<file path="config.mk">
export PLATFORM = sky130hd
export DESIGN_NAME = phi_cell
export DESIGN_NICKNAME = d
export VERILOG_FILES = /design/src/hw/rtl/phi_pkg.sv /design/src/hw/rtl/phi_cell.sv
export SDC_FILE = /design/constraint.sdc
export NUM_CORES = 1
export LEC_CHECK = 0
export ABC_AREA = 1
export BUFFER_PORTS_ARGS = -buffer_cell sky130_fd_sc_hd__buf_2
export CORE_AREA = 2 2 300 302
export CTS_CLUSTER_DIAMETER = 120
export DETAILED_ROUTE_END_ITERATION = 10
export DIE_AREA = 0 0 302 304
export GPL_ROUTABILITY_DRIVEN = 0
export PLACE_DENSITY = 0.43
export SETUP_SLACK_MARGIN = 0.1
export SYNTH_ARGS = -nofsm -noshare
export SYNTH_HDL_FRONTEND = slang
export SYNTH_SLANG_ARGS = --single-unit
</file>
<file path="constraint.sdc">
create_clock -name clk -period 4.67 [get_ports clk]
set_clock_uncertainty 0.15 [all_clocks]
set_input_delay 0 -clock clk [delete_from_list [all_inputs] [get_ports clk]]
set_output_delay 0 -clock clk [all_outputs]
set_load 0.05 [all_outputs]
</file>
<file path="src/hw/rtl/phi_pkg.sv">
// shared constants and types for the pose history interpolator
package phi_pkg;
  localparam int SLOTS = 16;
  localparam int CW = $clog2(SLOTS + 1);
  localparam logic [1:0] PRED_HOLD = 2'd0;
  localparam logic [1:0] PRED_INTERP = 2'd1;
  localparam logic [1:0] PRED_EXTRAP = 2'd2;
  localparam logic [1:0] CFG_DELAY = 2'd0;
  localparam logic [1:0] CFG_LIMIT = 2'd1;
  localparam logic [1:0] CFG_GAP = 2'd2;

  typedef struct packed {
    logic [31:0] t;
    logic [31:0] px;
    logic [31:0] py;
    logic [31:0] pz;
    logic [15:0] yaw;
    logic [15:0] pitch;
    logic        vv;
    logic [31:0] vx;
    logic [31:0] vy;
    logic [31:0] vz;
  } sample_t;

  typedef struct packed {
    logic        start;
    logic        neg;
    logic [63:0] mag;
    logic [63:0] den;
  } div_req_t;
endpackage

</file>
<file path="src/hw/rtl/phi_cell.sv">
// one ring slot: holds a sample, shifts toward older slots on push, rotates on scan
module phi_cell (
  input  logic             clk,
  input  logic             load,
  input  logic             rot,
  input  phi_pkg::sample_t push_d,
  input  phi_pkg::sample_t rot_d,
  output phi_pkg::sample_t q
);
  phi_pkg::sample_t q_r;
  always_ff @(posedge clk) begin
    if (load) q_r <= push_d;
    else if (rot) q_r <= rot_d;
  end
  assign q = q_r;
endmodule

</file>
# Word-level counts from Yosys, hierarchy flattened
# Cells that the tools add are included.
[totals]
output_inout_bits = 257
word_cells = 13
ff_bits = 257
input_bits = 517
[op_classes]
reduce_logical = 1
mux = 2
[op_table]
columns = ["operator", "count"]
rows = [
  ["257-bit 2-to-1 mux", 2],
  ["2-bit nonzero test", 1],
]

# Depth between registers and ports, before layout
# Gate-level depths: netlist (run 1).
[logic_depth]
ltp_word = 2
mapped_depth = 6
depth_no_buf = 3

# Worst setup path after synthesis (run 1)
# No wires, ideal clock.
[synth_timing]
path_kind = "input -> register"
from = "input port load"
to = "register q_r (netlist bit q[0]) (enable)"
arrival_time_ps = 3348
slack_ps = 660
n_path_buf = 2
stages = 3
required_ps = 4008
setup_ps = 512
path_cell_list = "buf_4 > buf_6 > or2_2"
[synth_between]
elab_chain_cells = 1
[synth_lines]
columns = ["element", "line", "text"]
rows = [
  ["start, declared", "phi_cell.sv:4", "input logic load,"],
  ["2-bit nonzero test (no line)", "-", ""],
  ["end signal, assigned", "phi_cell.sv:12", "if (load) q_r <= push_d;"],
  ["end signal, assigned", "phi_cell.sv:13", "else if (rot) q_r <= rot_d;"],
  ["end, declared", "phi_cell.sv:10", "phi_pkg::sample_t q_r;"],
]
# Every way passes these cells.
# A chain may end at the register's enable or synchronous reset.

# Worst setup path in the final report (run 1)
[layout_timing]
from = "input port load"
to = "register q_r (netlist bit q[237]), data pin"
[layout_between]
elab_chain_cells = 1
[layout_lines]
columns = ["element", "line"]
rows = [
  ["257-bit 2-to-1 mux", "phi_cell.sv:12"],
]
# Every way passes these cells.

==> metrics.txt, run 1 <==
most common cell in the synthesized netlist=nand2_1; most frequent cells after synthesis=nand2_1 (771), edfxtp_1 (257), buf_2 (27); hold_sp=push_d[144]; chip height=304 um; synthesis-stage register bit count=257; Tcrit/Tclk final=0.425; pwr dens=329 nW/um^2; clk sink count=257; Crit path required time=4.96 ns; clock buffer count from CTS=30; Worst-Margin Slew=a little under 0.8 ns; Syn Inst Count=between 1000 and 1500; Post-synth EDFFs=approximately 260; Netlist cell types=7; final wirelength=51900 um; Synth area leader=edfxtp_1; WL per Instance=approximately 14 um; startpoint class of the critical path=primary input; via-per-instance ratio=3.44; die area=91800 um^2; Peak VDD IR=roughly 0.27 mV; layout net count=~2900; Final TNS setup=0 ns; Worst Path Arrival=2.28 ns; outcome=finished, final reports clean; Critical Path Most Common Cell=nand2_1; CTS resizes=0; Initial Util=0.124; GRT overflow=0; Mapped Nets=approximately 1600; WHS Path Cells=4; DR pass1 iterations=6; Row Count=110; HPWL reported at the end of detailed placement=37600 um; Seq/Total Area, Yosys=0.697; antenna-violating nets left=0; Leakage=~11 nW; HP Class=in2reg; share of post-route cells with drive strength above 1=0.347; Hold Fails Final Rpt=0; Clock Root Buffer=clkbuf_16; H-Tree Depth=1; TritonCTS clock tree=yes; Slew HR=0.473; WHS Endpoint=q[144]; Synth top area share=0.697; Yosys Warn Count=0; Top Ports=774; max-cap viol count=0; GRT Total Usage=0.107; Setup Viol. Count Final=0; critical path buffer and inverter count=4; ys flop type=edfxtp_1; CTS clk-pin slew, worst paths=0.06 ns; Crit-path slowest cell=buf_4; slowest stage delay, CP=0.55 ns; final setup margin=2.68 ns; Power Total=7.37 mW; CORE AREA=between 80000 and 90000 um^2; vias in the first global route=roughly 13000; Avg Inst Size Synth=around 10 um^2; crit end category=register; number of port buffers=just under 800; Die Wd=302 um; max reg flops=257; Initial DRC Count=532; RSZ-0062 raised after global routing=no; delay-heaviest family, CP=buffers and inverters; pin count of the biggest net entering global routing=120; initial antenna violation count=14; Max Slew Vio Count=0; Max Fclk=504 MHz; area delta synth->final=102%; CTS Buffer Depth=3; crit-path cells=clkbuf_8 > inv_8 > buf_4 > nand2_1 > nand2_1 > dlygate4sd3_1; DR DRC count=0; Async SR Flop Fraction=0; Post-Syn Area=11100 um^2; Max FO, Critical Path=approximately 110; DP Worst Slack=2.34 ns; via count of the routed design=12300; Synth area leaders=edfxtp_1 (70%), nand2_1 (26%), buf_6 (2.4%); Setup CP Type=in2reg; first-pass GRT wire length=74900 um; Final Critical Period=1.99 ns
==> worst min-delay path, delay by kind of cell <==
kind | cells | cell delay (ns)
and+or+nand+nor | 2 | 0.09
buffers and inverters | 2 | 0.61
==> per-stage QoR <==
step | utilization | hold WS (ns) | std cells | instance area (um^2)
after floorplan | - | 0.0286 | 1087 | 11100
after global placement | 0.182 | 0.113 | 2995 | 16200
after detailed placement | 0.182 | 0.116 | 2995 | 16200
after CTS | 0.251 | 0.0161 | 3577 | 22400
after global routing | 0.251 | 0.0437 | 3581 | 22400
final | 0.252 | 0.0611 | 3583 | 22400
==> area by class of cell <==
class | count | area (um^2)
diodes | 6 | 15.0
clock buffers | 36 | 795
clock inverters | 17 | 130
fillers | 9635 | 66700
inverters | 1 | 11.3
multi-input cells | 772 | 2900
flip-flops and latches | 257 | 7720
well taps | 1176 | 1470
repair buffers | 1318 | 9360
==> power breakdown <==
part	switching, mW	internal [mW]	total, mW
clock network	0.981	1.30	2.29
registers	0.0745	2.84	2.91
logic	1.41	0.766	2.18
==> layer usage <==
metal | track usage | part of all wire
met1 | 0.116 | 0.39
met2 | 0.196 | 0.49
met3 | 0.0342 | 0.086
met4 | 0.0317 | 0.027
met5 | 0 | 0.00083
==> layout by cell type, fill, tap and decap left out <==
master / instances
dlygate4sd3_1: 529
clkbuf_8: 1
clkinv_1: 6
inv_8: 1
clkinvlp_4: 1
buf_12: 5
nand2_1: 771
clkbuf_1: 5
or2_4: 1
clkbuf_16: 31
buf_2: 772
diode_2: 6
edfxtp_1: 257
buf_4: 11
bufinv_16: 2
clkinv_2: 8
==> cell families after synthesis <==
family / count (synthesis) / synth area share
flip-flops: 257 / 0.697
AND/OR/NAND/NOR: 772 / 0.262
buffers and inverters: 58 / 0.0412
==> timing repair <==
item | in CTS | in global routing
hold buffers | 529 | 0
endpoints found under the hold margin | 257 | 0
setup buffers | 0 | 0
==> worst max path at each step <==
stage               endpoint  cells after the start  slack, ns  start
floorplan               q[0]                      3       0.66   load
global placement      q[164]                      4       2.34   load
detailed placement    q[164]                      4       2.34   load
CTS                   q[245]                      6       2.66   load
global route          q[245]                      6       2.51   load
finish                q[237]                      6       2.68   load
No activity file was read; power rests on OpenSTA's default activity.
==> inputs of run 2 (changes only) <==
--- a/config.mk
+++ b/config.mk
@@ -7,12 +7,12 @@
 export LEC_CHECK = 0
 export ABC_AREA = 1
 export BUFFER_PORTS_ARGS = -buffer_cell sky130_fd_sc_hd__buf_2
-export CORE_AREA = 2 2 300 302
+export CORE_AREA = 2 2 303 305
 export CTS_CLUSTER_DIAMETER = 120
 export DETAILED_ROUTE_END_ITERATION = 10
-export DIE_AREA = 0 0 302 304
+export DIE_AREA = 0 0 305 307
 export GPL_ROUTABILITY_DRIVEN = 0
-export PLACE_DENSITY = 0.43
+export PLACE_DENSITY = 0.44
 export SETUP_SLACK_MARGIN = 0.1
 export SYNTH_ARGS = -nofsm -noshare
 export SYNTH_HDL_FRONTEND = slang
==> constraint.sdc (replaced) <==
create_clock -name clk -period 1.7 [get_ports clk]
set_clock_uncertainty 0.15 [all_clocks]
set_input_delay 0 -clock clk [delete_from_list [all_inputs] [get_ports clk]]
set_output_delay 0 -clock clk [all_outputs]
set_load 0.05 [all_outputs]
==> run 2 against run 1 <==
Combinational power rose to 2.8 times the previous value. Hold slack worse by 0.034 ns. Global-route usage is essentially flat. Critical endpoint is now q[13].
==> metrics.txt, run 2 (same netlist as run 1, synthesis figures left out) <==
layout net count=2937; crit end category=output port; Peak VDD IR=approximately 0.7 mV; RSZ-0062 raised after global routing=no; critical path buffer and inverter count=1; most frequent cells in the layout=nand2_1 (771), buf_2 (771), dlygate4sd3_1 (532), edfxtp_1 (257), buf_4 (39); Clock Root Buffer=clkbuf_16; Leakage=11.1 nW; number of port buffers=773; Tcrit/Tclk final=0.883; Max Fclk=667 MHz; chip height=roughly 310 um; Worst Path Arrival=1.35 ns; H-Tree Depth=1; clock buffer count from CTS=31; HPWL reported at the end of detailed placement=approximately 40000 um; outcome=finished, final reports clean; Max FO, Critical Path=1; CTS Buffer Depth=3; via-per-instance ratio=3.49; Crit-path slowest cell=edfxtp_1; clk sink count=about 260; Hold Fails Final Rpt=0; Worst-Margin Slew=0.426 ns; Top Ports=774; crit-path cells=buf_2; GRT overflow=0; CTS clk-pin slew, worst paths=0.06 ns; TritonCTS clock tree=yes; Setup CP Type=reg2out; Max Slew Vio Count=0; delay-heaviest family, CP=flip-flops; Initial Util=0.122; number of non-filler instances in the completed layout=3634; final core utilization=0.253; max reg flops=257; Final Critical Period=1.50 ns; die area=roughly 94000 um^2; max-cap viol count=0; pin count of the biggest net entering global routing=64; Hold Slack=0.0275 ns; first-pass GRT wire length=76700 um; CORE AREA=a little over 90000 um^2; vias in the first global route=13200; Slew HR=0.718; HP Class=in2reg; GRT Total Usage=0.107; final wirelength=about 53000 um; Die Wd=between 300 and 400 um; slowest stage delay, CP=0.44 ns; startpoint class of the critical path=register; pwr dens=923 nW/um^2; initial antenna violation count=13; area delta synth->final=108%; Initial DRC Count=528; Setup Viol. Count Final=0; share of post-route cells with drive strength above 1=0.359; DR pass1 iterations=5; DP Worst Slack=0.244 ns; via count of the routed design=approximately 13000; DR DRC count=0; Crit path required time=1.55 ns; antenna-violating nets left=0; WL per Instance=14.7 um; Inst Count DP=3041; Row Count=111; final setup margin=0.200 ns
-- run 2: changes by cell type in the layout (fill, tap and decap cells not counted), sizes merged --
cell | before | now
clkinv | 14 | 16
diode | 6 | 4
bufinv | 2 | 7
dlygate4sd3 | 529 | 532
clkinvlp | 1 | 3
clkbuf | 37 | 32
buf | 788 | 824
-- run 2: timing repair --
| action | CTS | global route |
|---|---|---|
| hold endpoints to repair | 290 | 1 |
| gates resized for setup | 1 | 0 |
| endpoints found under the setup margin | 1 | 3 |
| buffers inserted | 0 | 0 |
| hold buffers | 534 | 1 |
-- run 2: layout make-up --
class                   instances  area [um^2]
inverters                       1         11.3
fillers                      9697        67700
clock buffers                  31          776
multi-input cells             772         2900
clock inverters                26          315
well taps                    1186         1480
flip-flops and latches        257         7720
repair buffers               1357         9770
diodes                          4         10.0
-- run 2: tightest hold or removal path: stages --
cell and delay [ns]:
clkbuf_8 0.20, inv_8 0.15, nand2_1 0.16, nand2_1 0.11
-- run 2: final timing paths --
check	cells past startpoint	end	startpoint
worst max-delay path	1	q[13]	q[13]
worst min-delay path	4	q[7]	load
-- run 2: stage by stage --
| stage | instance area (um^2) | total power, mW | TNS, ns |
|---|---|---|---|
| 2_1_floorplan | 11100 | 11.3 | -250.95 |
| 3_3_place_gp | 16600 | 13.1 | 0 |
| 3_5_place_dp | 16600 | 13.1 | 0 |
| 4_1_cts | 23000 | 21.5 | 0 |
| 5_1_grt | 23000 | 22.2 | 0 |
| 6_report | 23000 | 21.2 | 0 |
-- run 2: per-layer routing --
layer / vias to the layer above / share of wire / global-route usage
met5: - / 0.00098 / 0
li1: 6169 / - / -
met1: 5799 / 0.39 / 0.117
met4: 8 / 0.034 / 0.0362
met2: 591 / 0.49 / 0.192
met3: 99 / 0.086 / 0.0377
-- run 2: where the power goes --
part	switching (mW)	leakage, nW	internal, mW
clock network	2.75	0.528	4.36
registers	0.196	2.65	7.79
logic	3.95	7.94	2.18
