==> src/hw/rtl/phi_pkg.sv <==
// shared constants and types for the pose history interpolator
package phi_pkg;
  localparam int SLOTS = 16;
  localparam int CW = $clog2(SLOTS + 1);
  localparam logic [1:0] PRED_HOLD = 2'd0;
  localparam logic [1:0] PRED_INTERP = 2'd1;
  localparam logic [1:0] PRED_EXTRAP = 2'd2;
  localparam logic [1:0] CFG_DELAY = 2'd0;
  localparam logic [1:0] CFG_LIMIT = 2'd1;
  localparam logic [1:0] CFG_GAP = 2'd2;

  typedef struct packed {
    logic [31:0] t;
    logic [31:0] px;
    logic [31:0] py;
    logic [31:0] pz;
    logic [15:0] yaw;
    logic [15:0] pitch;
    logic        vv;
    logic [31:0] vx;
    logic [31:0] vy;
    logic [31:0] vz;
  } sample_t;

  typedef struct packed {
    logic        start;
    logic        neg;
    logic [63:0] mag;
    logic [63:0] den;
  } div_req_t;
endpackage

==> src/hw/rtl/phi_div.sv <==
// rounded restoring divider on unsigned magnitudes, sign applied to the quotient, one quotient bit per cycle
module phi_div (
  input  logic               clk,
  input  logic               rst_n,
  input  phi_pkg::div_req_t  req,
  output logic               done,
  output logic signed [63:0] quo
);
  logic [63:0] rem_r, rem_nxt, q_r, q_nxt, d_r;
  logic [6:0]  cnt_r, cnt_nxt;
  logic        busy_r, busy_nxt, neg_r, done_r, done_nxt;
  logic [64:0] tr;
  always_comb begin
    rem_nxt = rem_r; q_nxt = q_r; cnt_nxt = cnt_r; busy_nxt = busy_r; done_nxt = 1'b0;
    tr = '0;
    if (req.start) begin
      rem_nxt = '0; q_nxt = req.mag + (req.den >> 1); cnt_nxt = 7'd64; busy_nxt = 1'b1;
    end else if (busy_r) begin
      tr = {rem_r, q_r[63]};
      if (tr >= {1'b0, d_r}) begin
        tr = tr - {1'b0, d_r};
        q_nxt = {q_r[62:0], 1'b1};
      end else q_nxt = {q_r[62:0], 1'b0};
      rem_nxt = tr[63:0];
      cnt_nxt = cnt_r - 7'd1;
      if (cnt_r == 7'd1) begin busy_nxt = 1'b0; done_nxt = 1'b1; end
    end
  end
  always_ff @(posedge clk) begin
    if (!rst_n) begin busy_r <= 1'b0; done_r <= 1'b0; cnt_r <= '0; end
    else begin busy_r <= busy_nxt; done_r <= done_nxt; cnt_r <= cnt_nxt; end
    rem_r <= rem_nxt; q_r <= q_nxt;
    if (req.start) begin d_r <= req.den; neg_r <= req.neg; end
  end
  assign done = done_r;
  assign quo = neg_r ? -$signed(q_r) : $signed(q_r);
endmodule

==> config.mk <==
export PLATFORM = sky130hd
export DESIGN_NAME = phi_div
export DESIGN_NICKNAME = d
export VERILOG_FILES = /design/src/hw/rtl/phi_pkg.sv /design/src/hw/rtl/phi_div.sv
export SDC_FILE = /design/constraint.sdc
export NUM_CORES = 1
export LEC_CHECK = 0
export BUFFER_PORTS_ARGS = -buffer_cell sky130_fd_sc_hd__buf_4
export CAP_MARGIN = 25
export CORE_MARGIN = 1
export CORE_UTILIZATION = 30
export CTS_CLUSTER_DIAMETER = 100
export CTS_CLUSTER_SIZE = 12
export DETAILED_ROUTE_END_ITERATION = 6
export PLACE_DENSITY_LB_ADDON = 0.08
export RECOVER_POWER = 25
export SYNTH_ARGS = -nofsm -noshare
export SYNTH_HDL_FRONTEND = slang
export SYNTH_SLANG_ARGS = --single-unit
==> constraint.sdc <==
create_clock -name clk -period 9.5 [get_ports clk]
set_input_delay 0.475 -clock clk [delete_from_list [all_inputs] [get_ports clk]]
set_output_delay 0.475 -clock clk [all_outputs]
set_load 0.03 [all_outputs]
### Word-level counts from Yosys, hierarchy flattened

Cells that the tools add are included.

* add/subtract/negate cells: 4
* magnitude comparators: 1
* equality and inequality tests: 1
* mux-type cells: 11
* bitwise logic cells: 2
* reduce and logical (&&, ||, !) cells: 3

Operators by type and width (count)
* $mux 64: 4
* $ge 65x64->1: 1
* $add 64x63->64: 1
* $neg 64->64: 1
* $sub 64x64->64: 1
* $mux 7: 2
* $eq 7x1->1 const B: 1
* $sub 7x1->7 const B: 1
* $mux 1: 5
* $reduce_or 3->1: 1
* $not 1->1: 2
* $reduce_bool 2->1: 1
* $reduce_or 2->1: 1

* register bits: 202
* bits of input ports: 132
* output and inout port bits: 65

### Depth between registers and ports, before layout

Gate-level depths: netlist of run 1.

* depth in word-level cells: 4
* mapped depth: 16

### Worst setup path before layout of run 1

OpenSTA, ideal clock, no wires.

* path type: register -> output
* start: register q_r[15]
* end: output quo[63]
* arrival time: 4.593 ns
* data required time: 9.025 ns
* slack: 4.432 ns
* stages on the path, launching flop included: 14
* buffers on the path: 1
* cells stage by stage: edfxtp_1 or4_4 nor4_2 or3b_1 or3_4 or3_1 buf_2 or3_4 or3_4 or3_4 or2_4 or4_4 o41ai_2 xnor2_1

* longest elaborated chain between the ends: 2

RTL lines
* from (decl): line phi_div.sv:9 `logic [63:0] rem_r, rem_nxt, q_r, q_nxt, d_r;`
* from (signal assigned): line phi_div.sv:32 `rem_r <= rem_nxt; q_r <= q_nxt;`
* $neg 64->64: line phi_div.sv:36 `assign quo = neg_r ? -$signed(q_r) : $signed(q_r);`
* $mux 64: line phi_div.sv:36
* to (decl): line phi_div.sv:7 `output logic signed [63:0] quo`

No other way between the ends.

==> run summary, run 1 <==
STATUS
--------------------------------------------------------------------------------------
Status                                                                    finished, violations left
Failing checks                                                            max-capacitance violations, max-slew violations

STA
--------------------------------------------------------------------------------------
Final cycle utilization of the critical path                                     0.627
Max-slew headroom at the worst pin                                               -1.93
Accumulated negative setup slack                                                  0 ns
Setup-violating endpoint count in the final report                                   0
Count of final hold-check violations                                                 0
Final period demand of the worst path                                          5.96 ns
Fmax                                                                         0.168 GHz
Number of pins exceeding their max-slew limit in the final report                  126
Unrepaired setup endpoints after global routing                                  false
Worst clock skew                                                             0.0147 ns
Slew of the pin with the lowest slew margin                                    4.39 ns

CLOCK TREE
--------------------------------------------------------------------------------------
Number of sinks on the clock net                                                   202
TritonCTS Buffers                                                                   21
Deepest clock path buffer count                                                      3
Clock-pin slew of the registers on the worst-case setup and hold paths         0.07 ns
CTS tree                                                                         built
H-tree depth reported by CTS                                                         1
Skew-Pair Late Insertion Delay                                                 0.53 ns
Cts hold-fix bufs                                                                    0
Setup fix buffers added after clock tree synthesis                                   0
Library cell used as clock root buffer                                    sky130_fd_sc_hd__clkbuf_16
Post-cts gate resize count                                                           0

DRT
--------------------------------------------------------------------------------------
DR vias                                                                          14500
Avg Vias per Cell                                                                 5.26
DRC violation total after the first TritonRoute iteration                         1046
Total iterations of the first detailed-routing run                                   5
Residual antenna-violating net count after detailed routing                          0
Residual DRC count                                                                   0
Total wire length after detailed routing                                      54900 um
Avg WL per Cell                                                                20.0 um

SETUP PATH
--------------------------------------------------------------------------------------
Setup slack of the worst register-to-register path                             4.98 ns
Critical path required time                                                    9.90 ns
Kind of end point of the critical path                                       flip-flop
Number of cell instances on the worst register-to-register path                     15
Terminus of the critical flop-to-flop path                                   rem_r[56]
Category of the critical setup timing path                                   in -> reg
CP arrival                                                                     6.36 ns
CP max FO                                                                           79
Reg-to-reg startpoint                                                          q_r[63]
Startpoint type of the worst setup path                                   primary input

FLOORPLANNING
--------------------------------------------------------------------------------------
Core Region                                                                 54200 um^2
Count of standard-cell rows                                                         85
Boundary pin count                                                                 197
Floorplan die area                                                          56300 um^2
Chip width                                                                      237 um
Die height                                                                      237 um
Initial Utilization                                                              0.306

FINAL LAYOUT
--------------------------------------------------------------------------------------
Sequential cell area                                                         5340 um^2
Syn-to-layout area delta                                                         14.6%
Fillcell total                                                                    5713
Layout cell share with drive strength beyond 1                                   0.124
Final nets                                                                        2305
Commonest non-fill, non-tap cells in the layout                           sky130_fd_sc_hd__nand2_1 (162), sky130_fd_sc_hd__a21oi_1 (149), sky130_fd_sc_hd__o21ai_0 (141)
Area taken by multi-input logic gates                                       10500 um^2
Most frequent standard cell in the layout excluding fill and tap cells    sky130_fd_sc_hd__nand2_1

LOGIC SYNTHESIS
--------------------------------------------------------------------------------------
Number of enable-type register cells in the synthesized netlist                    129
Most common flop cell mapped by yosys                                     sky130_fd_sc_hd__edfxtp_1
Post-synth top area share                                                        0.233
Leading area contributor after synthesis                                  sky130_fd_sc_hd__edfxtp_1
Proportion of synthesized chip area in sequential cells                          0.321
Warning count from the yosys run                                                     0
Post-synthesis register bit count                                                  202
Count of cell types in the netlist                                                  71
Post-Syn Area                                                               16600 um^2
Instance count of the mapped netlist                                              1913
Top cells by area, synth                                                  sky130_fd_sc_hd__edfxtp_1 (23%), sky130_fd_sc_hd__ha_1 (9.8%), sky130_fd_sc_hd__dfxtp_1 (8.8%), sky130_fd_sc_hd__xnor2_1 (6.9%), sky130_fd_sc_hd__a21oi_1 (4.5%)
Post-Synthesis Mean Instance Area                                            8.68 um^2
Async set or reset register ratio after synthesis                                    0
Net count after synthesis                                                         2177

PLACEMENT
--------------------------------------------------------------------------------------
# port buffers                                                                     196
Post-DP HPWL                                                                  43600 um
Weighted congestion reported at the end of routability-driven placement          0.929

GLOBAL ROUTE
--------------------------------------------------------------------------------------
Initial antenna violation count                                                      1
Overall Global Routing Usage                                                     0.192
Congestion Overflow GR                                                               0
Via count of the first global-routing pass                                       14100
Largest net degree at the start of global routing                                   80
First-pass GRT wire length                                                    84100 um

POWER
--------------------------------------------------------------------------------------
Worst ir drop on vdd                                                          0.104 mV
Post-layout total power                                                        3230 uW
Leakage power total                                                         0.00780 uW
Pwr per Cell Area                                                          169 nW/um^2

MIN PATH
--------------------------------------------------------------------------------------
Hold Path End                                                                   d_r[0]
Start point of the worst hold path                                              req[0]
Worst Hold Depth                                                                     1
Class of the most critical hold timing path                                  in -> reg

RUN
--------------------------------------------------------------------------------------
Total of max-cap violations                                                          2

[flip-flops by register name (all words and copies together) (netlist names)]
name    count
q_r        64
d_r        64
busy_r      1
done        1
rem_r      64
neg_r       1
cnt_r       7
[stage by stage]
stage	utilization	cell area, um^2	hold slack (ns)	cells	worst slack (ns)
2_1_floorplan	-	16600	0.448	1913	4.43
3_3_place_gp	0.344	18700	0.472	2714	4.11
3_5_place_dp	0.344	18700	0.479	2714	4.07
4_1_cts	0.355	19300	0.0965	2751	3.48
5_1_grt	0.351	19000	0.132	2752	2.88
6_report	0.351	19000	0.155	2752	3.54
[Yosys cell counts (54+ instances only)]
master,number
sky130_fd_sc_hd__mux2_2,54
sky130_fd_sc_hd__a21oi_1,149
sky130_fd_sc_hd__inv_1,107
sky130_fd_sc_hd__o21ai_0,141
sky130_fd_sc_hd__dfxtp_1,73
sky130_fd_sc_hd__nand2_1,162
sky130_fd_sc_hd__clkbuf_1,93
sky130_fd_sc_hd__nor2_1,129
sky130_fd_sc_hd__xnor2_1,130
sky130_fd_sc_hd__edfxtp_1,129
sky130_fd_sc_hd__ha_1,130
sky130_fd_sc_hd__a21o_1,87
[worst max-delay path by stage]
stage / start / to / slack, ns
floorplan: q_r[15] / quo[63] / 4.43
global placement: q_r[15] / quo[63] / 4.11
detailed placement: q_r[15] / quo[63] / 4.07
CTS: q_r[15] / quo[63] / 3.48
global route: req[129] / rem_r[52] / 2.88
finish: req[129] / rem_r[52] / 3.54
[worst max-delay path, stage by stage]
cell                       delay [ns]
sky130_fd_sc_hd__clkbuf_1        3.03
sky130_fd_sc_hd__inv_1           1.18
sky130_fd_sc_hd__buf_4           0.56
sky130_fd_sc_hd__nand2_1         0.72
sky130_fd_sc_hd__nor3_1          0.11
sky130_fd_sc_hd__a21oi_1         0.14
sky130_fd_sc_hd__o21ai_0         0.09
[cell families after synthesis]
family / count (synthesis) / share of synthesized area
AO/OA/AOI/OAI: 592 / 0.229
AND/OR/NAND/NOR: 503 / 0.146
buffers and inverters: 209 / 0.0475
flip-flops: 202 / 0.321
XOR/XNOR: 181 / 0.0954
adder cells (fa/ha/maj): 132 / 0.100
multiplexers: 94 / 0.0607
[routing by layer]
metal,global-route usage,share of wire,up-vias
met1,0.279,0.50,6907
met2,0.307,0.45,274
met4,0.0360,0.013,0
met3,0.0179,0.039,38
li1,-,-,7267
met5,0,0,-
[area by class of cell]
cell class	count	share of cell area
multi-input cells	1502	0.552
flip-flops and latches	202	0.280
repair buffers	207	0.0694
well taps	696	0.0457
clock buffers	34	0.0307
inverters	107	0.0211
clock inverters	3	0.000986
diodes	1	0.000131
[power by group]
group          switching (uW)  internal (uW)
logic                     766            514
clock network             373            421
registers                94.3           1060
Power figures use the tool's default switching activity.
==> run 2, diff against run 1 <==
clock period = 4.85 ns   (was 9.5 ns; I/O delays follow)
==> run summary, run 2 (synthesis results as in run 1) <==
FINAL LAYOUT
--------------------------------------------------------------------------------------
Biggest regs                                                              d_r x64, q_r x64, rem_r x64
Number of non-filler instances in the completed layout                            2852
Commonest non-fill, non-tap cells in the layout                           sky130_fd_sc_hd__buf_4 (170), sky130_fd_sc_hd__nand2_1 (161), sky130_fd_sc_hd__a21oi_1 (149)
Most frequent standard cell in the layout excluding fill and tap cells    sky130_fd_sc_hd__buf_4
Design Area, Final                                                          20100 um^2
Syn-to-layout area delta                                                         20.9%
Layout cell share with drive strength beyond 1                                   0.139
Finished Core Util                                                               0.370
Final nets                                                                        2400

SETUP PATH
--------------------------------------------------------------------------------------
Startpoint type of the worst setup path                                      flip-flop
CP arrival                                                                     5.18 ns
Critical path required time                                                    4.61 ns
CP max FO                                                                            3
CP bufs+invs                                                                         2
Crit path largest cell delay                                                   0.57 ns
Kind of end point of the critical path                                      output pin
CP delay by family, top                                                   simple AND/OR/NAND/NOR gates
Most common cell type on the critical path                                sky130_fd_sc_hd__or3_4
Worst-path cell chain                                                     or4_4, nor4_4, or3b_4, or3_4, or3_4, or3_4, or3_4, or3_4, or2_4, or4_4, o41ai_2, buf_4, xnor2_2, buf_6
CP max-delay cell                                                         sky130_fd_sc_hd__or4_4
Category of the critical setup timing path                                  reg -> out

MIN PATH
--------------------------------------------------------------------------------------
Class of the most critical hold timing path                                  in -> reg

GLOBAL ROUTE
--------------------------------------------------------------------------------------
Largest net degree at the start of global routing                                   81
Congestion Overflow GR                                                               0
Overall Global Routing Usage                                                     0.194
Via count of the first global-routing pass                                       14700
First-pass GRT wire length                                                    85300 um
Initial antenna violation count                                                      7

DRT
--------------------------------------------------------------------------------------
Residual antenna-violating net count after detailed routing                          0
Avg WL per Cell                                                                19.6 um
Avg Vias per Cell                                                                 5.24
Total wire length after detailed routing                                      56000 um
DRC violation total after the first TritonRoute iteration                          773
DR vias                                                                          14900
Total iterations of the first detailed-routing run                                   5
Residual DRC count                                                                   0

STA
--------------------------------------------------------------------------------------
Slew of the pin with the lowest slew margin                                    2.93 ns
Unrepaired setup endpoints after global routing                                   true
Hold Slack                                                                    0.216 ns
Final cycle utilization of the critical path                                      1.12
Final period demand of the worst path                                          5.42 ns
Count of final hold-check violations                                                 0
Max-slew headroom at the worst pin                                              -0.951
Slack of the critical path                                                   -0.572 ns
Number of pins exceeding their max-slew limit in the final report                   55
Setup-violating endpoint count in the final report                                   5
Fmax                                                                         0.184 GHz
Worst clock skew                                                            0.00951 ns

CLOCK TREE
--------------------------------------------------------------------------------------
Clock-pin slew of the registers on the worst-case setup and hold paths         0.06 ns
H-tree depth reported by CTS                                                         1
TritonCTS Buffers                                                                   21
Library cell used as clock root buffer                                    sky130_fd_sc_hd__clkbuf_16
Deepest clock path buffer count                                                      3
Number of sinks on the clock net                                                   202
CTS tree                                                                         built
Skew-Pair Late Insertion Delay                                                 0.53 ns

STATUS
--------------------------------------------------------------------------------------
Status                                                                    finished, violations left
Failing checks                                                            max-capacitance violations, max-slew violations, negative setup slack

FLOORPLANNING
--------------------------------------------------------------------------------------
Core Region                                                                 54200 um^2
Count of standard-cell rows                                                         85
Initial Utilization                                                              0.306
Die height                                                                      237 um
Chip width                                                                      237 um
Boundary pin count                                                                 197
Floorplan die area                                                          56300 um^2

PLACEMENT
--------------------------------------------------------------------------------------
Placed inst area                                                            18900 um^2
Post-DP HPWL                                                                  44100 um
Placed instance count                                                             2740
# port buffers                                                                     196
Weighted congestion reported at the end of routability-driven placement          0.917

POWER
--------------------------------------------------------------------------------------
Post-layout total power                                                        6450 uW
Leakage power total                                                         0.00828 uW
Worst ir drop on vdd                                                          0.218 mV
Pwr per Cell Area                                                          321 nW/um^2

RUN
--------------------------------------------------------------------------------------
Total of max-cap violations                                                          1

run 2: cell count changes in the layout (fill, tap and decap cells not counted), sizes merged:
cell and change:
inv +1, clkinv -3, diode +6, clkbuf -5
buf +35, dlygate4sd3 +66
run 2: path summary, 6_finish.rpt:
| path | from | to | slack (ns) | depth (start not counted) |
|---|---|---|---|---|
| worst min-delay path | req[64] | q_r[0] | 0.22 | 3 |
| worst max register to register | d_r[2] | rem_r[56] | 0.68 | 14 |
| worst max-delay path | q_r[15] | quo[63] | -0.57 | 14 |
| worst min register to register | rem_r[28] | rem_r[28] | 0.48 | 2 |
run 2: power breakdown:
group / leakage, uW / switching (uW) / internal, uW
Combinational: 0.00609 / 1540 / 1070
Sequential: 0.00188 / 184 / 2080
Clock: 0.000303 / 720 / 867
run 2: through the flow:
stage                     setup TNS (ns)  setup WS, ns
final                              -1.40        -0.572
after global routing               -2.41        -0.705
after CTS                          -1.32        -0.596
after global placement           -0.0811       -0.0811
after floorplan                        0        0.0150
after detailed placement         -0.0528       -0.0528
run 2: what timing repair did:
item,in CTS,in global routing
buffers inserted,0,3
hold endpoints to repair,67,0
pin swaps,4,3
gates resized for setup,9,8
endpoints found under the setup margin,7,7
hold buffers,66,0
run 2: worst min-delay path, stage by stage:
cell and delay [ns]:
sky130_fd_sc_hd__buf_4 0.08, sky130_fd_sc_hd__ha_1 0.12, sky130_fd_sc_hd__mux2_2 0.19
run 2: cell type report:
cell class                 count  area [um^2]
fill                        5708        34100
multi-input combinational   1502        10600
sequential                   202         5340
timing repair buffer         302         2250
tap                          696          871
clock buffer                  35          619
inverter                     107          402
antenna                        7         17.5
clock inverter                 1         6.26
run 2: metal layers:
layer | routed length [um] | GRT usage
met1 | 27100 | 0.275
met4 | 1520 | 0.0614
met5 | 0 | 0
met2 | 24800 | 0.303
met3 | 2540 | 0.0267
